File: src/hdl/socks5_pkg.sv
`timescale 1ns / 1ps

package socks5_pkg;

  localparam int FUNC_W   = 2;
  localparam int KIND_W   = 3;
  localparam int VALUE_W  = 16;
  localparam int BYTE_W   = 8;
  localparam int AKIND_W  = 2;
  localparam int IN_DATA_W  = 8;
  localparam int OUT_DATA_W = 40;
  localparam int OUT_USER_W = 4;

  // func codes
  localparam logic [FUNC_W-1:0] FUNC_DATA  = 2'd0;
  localparam logic [FUNC_W-1:0] FUNC_OPEN  = 2'd1;
  localparam logic [FUNC_W-1:0] FUNC_CLOSE = 2'd2;

  // result kinds
  localparam logic [KIND_W-1:0] KIND_REPLY   = 3'd0;
  localparam logic [KIND_W-1:0] KIND_ADDR    = 3'd1;
  localparam logic [KIND_W-1:0] KIND_DONE    = 3'd2;
  localparam logic [KIND_W-1:0] KIND_PAYLOAD = 3'd3;
  localparam logic [KIND_W-1:0] KIND_ABORT   = 3'd4;
  localparam logic [KIND_W-1:0] KIND_CLOSE   = 3'd5;

  // address kinds
  localparam logic [AKIND_W-1:0] AKIND_IPV4 = 2'd0;
  localparam logic [AKIND_W-1:0] AKIND_FQDN = 2'd1;
  localparam logic [AKIND_W-1:0] AKIND_IPV6 = 2'd2;

  // protocol bytes
  localparam logic [BYTE_W-1:0] SOCKS_VERSION = 8'd5;
  localparam logic [BYTE_W-1:0] ATYP_IPV4     = 8'd1;
  localparam logic [BYTE_W-1:0] ATYP_FQDN     = 8'd3;
  localparam logic [BYTE_W-1:0] ATYP_IPV6     = 8'd4;
  localparam logic [BYTE_W-1:0] CMD_CONNECT   = 8'd1;
  localparam logic [BYTE_W-1:0] CMD_ASSOCIATE = 8'd3;
  localparam logic [BYTE_W-1:0] IPV4_LEN      = 8'd4;
  localparam logic [BYTE_W-1:0] IPV6_LEN      = 8'd16;
  localparam logic [VALUE_W-1:0] REPLY_WORD   = 16'h0500;

  typedef struct packed {
    logic [AKIND_W-1:0] addr_kind;
    logic               use_udp;
    logic [BYTE_W-1:0]  addr_total;
    logic [BYTE_W-1:0]  addr_index;
    logic [VALUE_W-1:0] value;
  } res_data_t;

  typedef struct packed {
    logic              first_payload;
    logic [KIND_W-1:0] kind;
  } res_user_t;

endpackage

File: src/hdl/socks5_handshake_parser.sv
// a result is registered and shows on out_ the cycle after its byte is accepted
// throughput: one transaction per cycle; in_tready is high while the result register
// is empty or being drained, so a byte is taken every cycle without output stalls
// reset: synchronous, active low; clears the parser state and the result valid,
// leaving the block idle awaiting a new connection
`timescale 1ns / 1ps

module socks5_handshake_parser (
  input  logic                               clk,
  input  logic                               rst_n,
  input  logic                               in_tvalid,
  output logic                               in_tready,
  input  logic [socks5_pkg::IN_DATA_W-1:0]   in_tdata,   // data_byte
  input  logic [socks5_pkg::FUNC_W-1:0]      in_tuser,   // func
  output logic                               out_tvalid,
  input  logic                               out_tready,
  // value, addr_index, addr_total, use_udp, addr_kind, zero fill
  output logic [socks5_pkg::OUT_DATA_W-1:0]  out_tdata,
  output logic [socks5_pkg::OUT_USER_W-1:0]  out_tuser   // kind, first_payload
);

  import socks5_pkg::*;

  typedef enum logic [3:0] {
    PH_IDLE, PH_GVER, PH_GCOUNT, PH_METHODS, PH_RVER, PH_RCMD, PH_RRSV,
    PH_ATYP, PH_DLEN, PH_ADDR, PH_PORTH, PH_PORTL, PH_PAYLOAD, PH_ABORTED
  } phase_t;

  localparam int PAD_W = OUT_DATA_W - $bits(res_data_t);

  phase_t             phase_r, phase_nxt;
  logic [BYTE_W-1:0]  remaining_r, remaining_nxt;
  logic [BYTE_W-1:0]  addr_pos_r, addr_pos_nxt;
  logic [BYTE_W-1:0]  addr_len_r, addr_len_nxt;
  logic               udp_r, udp_nxt;
  logic [AKIND_W-1:0] akind_r, akind_nxt;
  logic [BYTE_W-1:0]  port_hi_r, port_hi_nxt;
  logic               seen_r, seen_nxt;

  logic               out_valid_r;
  res_data_t          res_data_r, res_data;
  res_user_t          res_user_r, res_user;
  logic               res_valid;
  logic               in_acc;
  logic [BYTE_W-1:0]  b;
  logic [BYTE_W-1:0]  rem_dec;

  assign in_tready = !out_valid_r || out_tready;
  assign in_acc    = in_tvalid && in_tready;
  assign b         = in_tdata;
  assign rem_dec   = remaining_r - 8'd1;

  always_comb begin
    phase_nxt     = phase_r;
    remaining_nxt = remaining_r;
    addr_pos_nxt  = addr_pos_r;
    addr_len_nxt  = addr_len_r;
    udp_nxt       = udp_r;
    akind_nxt     = akind_r;
    port_hi_nxt   = port_hi_r;
    seen_nxt      = seen_r;
    res_valid     = 1'b0;
    res_data      = '0;
    res_user      = '0;

    if (in_acc) begin
      unique case (in_tuser) inside
        FUNC_OPEN, FUNC_CLOSE: begin
          phase_nxt     = (in_tuser == FUNC_OPEN) ? PH_GVER : PH_IDLE;
          remaining_nxt = '0;
          addr_pos_nxt  = '0;
          addr_len_nxt  = '0;
          udp_nxt       = 1'b0;
          akind_nxt     = '0;
          port_hi_nxt   = '0;
          seen_nxt      = 1'b0;
          if (in_tuser == FUNC_CLOSE && phase_r == PH_PAYLOAD) begin
            res_valid     = 1'b1;
            res_user.kind = KIND_CLOSE;
          end
        end
        FUNC_DATA: begin
          unique case (phase_r)
            PH_GVER: begin
              if (b != SOCKS_VERSION) res_valid = 1'b1;
              else phase_nxt = PH_GCOUNT;
            end
            PH_GCOUNT: begin
              if (b == '0) res_valid = 1'b1;
              else begin
                remaining_nxt = b;
                phase_nxt     = PH_METHODS;
              end
            end
            PH_METHODS: begin
              remaining_nxt = rem_dec;
              if (rem_dec == '0) begin
                phase_nxt      = PH_RVER;
                res_valid      = 1'b1;
                res_user.kind  = KIND_REPLY;
                res_data.value = REPLY_WORD;
              end
            end
            PH_RVER: begin
              if (b != SOCKS_VERSION) res_valid = 1'b1;
              else phase_nxt = PH_RCMD;
            end
            PH_RCMD: begin
              if (b == CMD_CONNECT || b == CMD_ASSOCIATE) begin
                udp_nxt   = (b == CMD_ASSOCIATE);
                phase_nxt = PH_RRSV;
              end else begin
                res_valid = 1'b1;
              end
            end
            PH_RRSV: phase_nxt = PH_ATYP;
            PH_ATYP: begin
              if (b == ATYP_IPV4 || b == ATYP_IPV6) begin
                akind_nxt     = (b == ATYP_IPV4) ? AKIND_IPV4 : AKIND_IPV6;
                addr_len_nxt  = (b == ATYP_IPV4) ? IPV4_LEN : IPV6_LEN;
                remaining_nxt = (b == ATYP_IPV4) ? IPV4_LEN : IPV6_LEN;
                addr_pos_nxt  = '0;
                phase_nxt     = PH_ADDR;
              end else if (b == ATYP_FQDN) begin
                akind_nxt = AKIND_FQDN;
                phase_nxt = PH_DLEN;
              end else begin
                res_valid = 1'b1;
              end
            end
            PH_DLEN: begin
              if (b == '0) res_valid = 1'b1;
              else begin
                addr_len_nxt  = b;
                remaining_nxt = b;
                addr_pos_nxt  = '0;
                phase_nxt     = PH_ADDR;
              end
            end
            PH_ADDR: begin
              res_valid           = 1'b1;
              res_user.kind       = KIND_ADDR;
              res_data.value      = {8'd0, b};
              res_data.addr_index = addr_pos_r;
              res_data.addr_total = addr_len_r;
              res_data.use_udp    = udp_r;
              res_data.addr_kind  = akind_r;
              addr_pos_nxt        = addr_pos_r + 8'd1;
              remaining_nxt       = rem_dec;
              if (rem_dec == '0) phase_nxt = PH_PORTH;
            end
            PH_PORTH: begin
              port_hi_nxt = b;
              phase_nxt   = PH_PORTL;
            end
            PH_PORTL: begin
              res_valid           = 1'b1;
              res_user.kind       = KIND_DONE;
              res_data.value      = {port_hi_r, b};
              res_data.addr_total = addr_len_r;
              res_data.use_udp    = udp_r;
              res_data.addr_kind  = akind_r;
              phase_nxt           = PH_PAYLOAD;
            end
            PH_PAYLOAD: begin
              res_valid              = 1'b1;
              res_user.kind          = KIND_PAYLOAD;
              res_user.first_payload = !seen_r;
              res_data.value         = {8'd0, b};
              seen_nxt               = 1'b1;
            end
            default: ;
          endcase

          // failed field check: abort and drop the connection state
          if (res_valid && res_user.kind == KIND_REPLY && phase_r != PH_METHODS) begin
            res_user.kind = KIND_ABORT;
            phase_nxt     = PH_ABORTED;
            remaining_nxt = '0;
            addr_pos_nxt  = '0;
            addr_len_nxt  = '0;
            udp_nxt       = 1'b0;
            akind_nxt     = '0;
            port_hi_nxt   = '0;
            seen_nxt      = 1'b0;
          end
        end
        default: ;
      endcase
    end
  end

  always_ff @(posedge clk) begin
    if (!rst_n) begin
      phase_r     <= PH_IDLE;
      remaining_r <= '0;
      addr_pos_r  <= '0;
      addr_len_r  <= '0;
      udp_r       <= 1'b0;
      akind_r     <= '0;
      port_hi_r   <= '0;
      seen_r      <= 1'b0;
      out_valid_r <= 1'b0;
    end else begin
      phase_r     <= phase_nxt;
      remaining_r <= remaining_nxt;
      addr_pos_r  <= addr_pos_nxt;
      addr_len_r  <= addr_len_nxt;
      udp_r       <= udp_nxt;
      akind_r     <= akind_nxt;
      port_hi_r   <= port_hi_nxt;
      seen_r      <= seen_nxt;
      if (in_tready) begin
        out_valid_r <= in_acc && res_valid;
      end
    end
  end

  always_ff @(posedge clk) begin
    if (in_tready) begin
      res_data_r <= res_data;
      res_user_r <= res_user;
    end
  end

  assign out_tvalid = out_valid_r;
  assign out_tdata  = {{PAD_W{1'b0}}, res_data_r};
  assign out_tuser  = res_user_r;

`ifndef SYNTHESIS
  a_close_to_idle: assert property (@(posedge clk) disable iff (!rst_n)
    in_acc && in_tuser == FUNC_CLOSE |=> phase_r == PH_IDLE)
    else $error("phase not idle after close");

  a_addr_index_range: assert property (@(posedge clk) disable iff (!rst_n)
    out_tvalid && res_user_r.kind == KIND_ADDR |->
      res_data_r.addr_index < res_data_r.addr_total)
    else $error("address index beyond address length");

  a_first_only_payload: assert property (@(posedge clk) disable iff (!rst_n)
    out_tvalid && res_user_r.first_payload |-> res_user_r.kind == KIND_PAYLOAD)
    else $error("first payload flag on non-payload result");
`endif

endmodule
File: config.mk
export PLATFORM = sky130hd
export DESIGN_NAME = socks5_handshake_parser
export DESIGN_NICKNAME = d
export VERILOG_FILES = /design/src/hdl/socks5_pkg.sv /design/src/hdl/socks5_handshake_parser.sv
export SDC_FILE = /design/constraint.sdc
export NUM_CORES = 1
export LEC_CHECK = 0
export BUFFER_PORTS_ARGS = -buffer_cell sky130_fd_sc_hd__buf_2
export CAP_MARGIN = 40
export CORE_MARGIN = 3
export CORE_UTILIZATION = 51
export CTS_CLUSTER_SIZE = 30
export DETAILED_ROUTE_END_ITERATION = 8
export HOLD_SLACK_MARGIN = 0.05
export PLACE_DENSITY = 0.75
export SYNTH_ARGS = -nofsm -noshare
export SYNTH_HDL_FRONTEND = slang
export SYNTH_SLANG_ARGS = --single-unit
File: constraint.sdc
create_clock -name clk -period 3 [get_ports clk]
set_clock_uncertainty 0.15 [all_clocks]
set_input_delay 0.3 -clock clk [delete_from_list [all_inputs] [get_ports clk]]
set_output_delay 0.3 -clock clk [all_outputs]
set_load 0.01 [all_outputs]
==> run metrics <==
leak pwr=1.966 nW; Detailed Place HPWL=7021 µm; Setup CP Type=input pin to flip-flop; EDFF count, synth=39; xor/xnor share of the synthesized area=0.01516; Worst-Skew Late Latency=0.36 ns; antenna diode count=0; RSZ-0062 raised after global routing=no; status=finished clean; Sw Share=0.2502; Root Buffer=clkbuf_8; Synth cell types=57; critical path endpoint category=flip-flop; largest cells by area after synthesis=edfxtp_1, dfxtp_1, nand2_1; final hold violation count=0; first-pass GRT wire length=15790 µm; IO Pins=60; Die Span X=95.06 µm; VDD IR max=0.2092 mV; wirelength, routed=9756 µm; PostCTS Resize Cnt=0; share of layout cells above drive strength 1=0.2048; nets@finish=519; via count=3500; post-CTS setup repair buffer count=0; Power Density=477.1 nW/µm²; worst hold margin=0.1522 ns; Critical Path RT=3.07 ns; DRT Pass-1 Iters=5; number of routed nets with antenna violations=0; row count=31; Async SR Flop Fraction=0; Num CTS Buffers=9; CTS tree=built; global route overflow=0; adder-cell area share of the yosys netlist=0.02165; Final Cycle Share=0.8823; Starting Density=0.5404; simple-gate area share of the yosys netlist=0.2527; synthesized cell area=4045 µm²; vias in the first global route=3172; commonest non-fill, non-tap cell in the layout=buf_2; yosys warns=0; Die Span Y=95.06 µm; Layout area overhead=16.92%; DR iter-0 viols=approximately 340; placed cells=586; drt via density=5.814; Hold Crit Class=input pin to flip-flop; drt drc=0; antenna violations before repair=0; register area share after synthesis=0.4924; largest net degree at the start of global routing=42; Fillers=613; crit path max fanout=10; register area=1992 µm²; die footprint=9036 µm²; CTS clk-pin slew, worst paths=0.09 ns; CTS Sinks=80; drt wl/cell=16.21 µm; final setup fails=0; Main synth FF type=dfxtp_1; Compound-Gate Fraction of Synth Area=0.1661; largest family of logic cells by synthesized area=simple AND/OR/NAND/NOR gates; Max-Cap Viols=0; Combinational Power Share=0.087; Pint=1.692 mW; Post-Synthesis Cells=roughly 440; Final Instance Count excl. Fillers=602; Clk pwr share=0.402; Synth area leader=edfxtp_1; max-slew violations=0; Fin Setup TNS=0 ns; f_max=377.8 MHz; CP Launch Type=input pin; worst rel slew slack=0.6400; Tmin final=2.647 ns; Placer Congestion=0.9573; # hold bufs at CTS=0; Util after Layout=0.6318; footprint of the multi-input gates=~1900 µm²; core box area=7486 µm²; Synth Register Bits=80; most frequent cells in the layout=buf_2, nand2_1, dfxtp_1, edfxtp_1, nor2_1; Worst Tran Pin Value=0.5363 ns; mux cell area share after synthesis=0.004949; # H-tree levels=3; Clock Path Buffers=2; switching power=564.5 µW; gr usage total=0.2290; sequential power share=0.511; Mean Syn Cell Area=just over 9 µm²; port buffer count=54; top-area cell type share of the netlist area=0.2895; CP Data Arrival Time=2.72 ns
per-stage QoR:
| stage | setup WS [ns] | total power, mW | cell area, µm² |
|---|---|---|---|
| after floorplan | 0.1020 | 1.302 | 4060 |
| after global placement | 0.05006 | 1.361 | 4469 |
| after detailed placement | 0.002333 | 1.369 | 4497 |
| after CTS | 0.2464 | 2.259 | 4723 |
| after global routing | 0.1831 | 2.335 | 4730 |
| final | 0.3532 | 2.257 | 4730 |
synthesized netlist by cell type (2+ instances only):
| master | count |
|---|---|
| a2111oi_0 | 2 |
| a211o_1 | 2 |
| a211oi_1 | 6 |
| a21oi_1 | 32 |
| a31oi_1 | 9 |
| and2_1 | 27 |
| and3_1 | 9 |
| buf_2 | 2 |
| buf_4 | 5 |
| clkbuf_1 | 24 |
| dfxtp_1 | 41 |
| edfxtp_1 | 39 |
| ha_1 | 7 |
| inv_1 | 9 |
| mux2i_1 | 2 |
| nand2_1 | 52 |
| nand2b_1 | 7 |
| nand3_1 | 16 |
| nand3b_1 | 2 |
| nand4_1 | 9 |
| nand4b_1 | 2 |
| nor2_1 | 34 |
| nor2b_1 | 8 |
| nor3_1 | 14 |
| nor3b_1 | 2 |
| nor4_1 | 4 |
| o211ai_1 | 3 |
| o21ai_0 | 15 |
| o21ai_1 | 2 |
| o22ai_1 | 7 |
| o31ai_1 | 6 |
| o32ai_1 | 2 |
| or2_2 | 2 |
| or3_1 | 7 |
| or4_1 | 2 |
| xnor2_1 | 5 |
| xor2_1 | 2 |
cell families after synthesis:
family	count (synthesis)
buffers and inverters	42
adders and majority gates	7
xor gates and xnor gates	7
AOI/OAI and AO/OA	100
and+or+nand+nor	200
DFF	80
other	1
muxes	2
path summary, 6_finish.rpt:
path                            cells past startpoint      startpoint       endpoint  slack [ns]
worst max register to register                     10  remaining_r[0]   out_tuser[2]        0.41
worst min-delay path                                3     in_tdata[5]   port_hi_r[5]        0.15
worst max-delay path                                9     in_tdata[3]   port_hi_r[1]        0.35
worst min register to register                      2   addr_len_r[1]  addr_len_r[1]        0.30
metal layers:
layer  routed length, µm  global-route usage
met5                   0                   0
met4                 320              0.1082
met3                 634             0.04893
met2                4458              0.3493
met1                4343              0.3101
sequential cells by signal, indices dropped and copies added, names as in the netlist, 2 cells and up:
| name | flops |
|---|---|
| addr_pos_r | 8 |
| addr_len_r | 8 |
| remaining_r | 8 |
| port_hi_r | 8 |
| akind_r | 2 |
| out_tdata | 35 |
| phase_r | 4 |
| out_tuser | 4 |
critical path, stage by stage:
cell and delay, ns:
buf_2 0.10, or3_1 0.40, or4_4 0.43, o41a_1 0.45
o2111ai_4 0.28, buf_4 0.22, nand2_1 0.11, nand2_1 0.26
o32ai_1 0.14
power by group through the flow:
stage	Sequential, mW	Combinational (mW)	Clock [mW]
final	1.15	0.197	0.907
after global routing	1.15	0.214	0.966
after CTS	1.15	0.192	0.915
after detailed placement	1.18	0.191	0
after global placement	1.18	0.184	0
after floorplan	1.17	0.128	0
final cells by class:
| type | count | share of cell area |
|---|---|---|
| inverters | 9 | 0.007143 |
| clock buffers | 9 | 0.02619 |
| multi-input cells | 321 | 0.3997 |
| clock inverters | 7 | 0.02169 |
| flip-flops and latches | 80 | 0.4212 |
| well taps | 99 | 0.02619 |
| repair buffers | 77 | 0.09788 |
No activity file was read; power rests on OpenSTA's default activity.
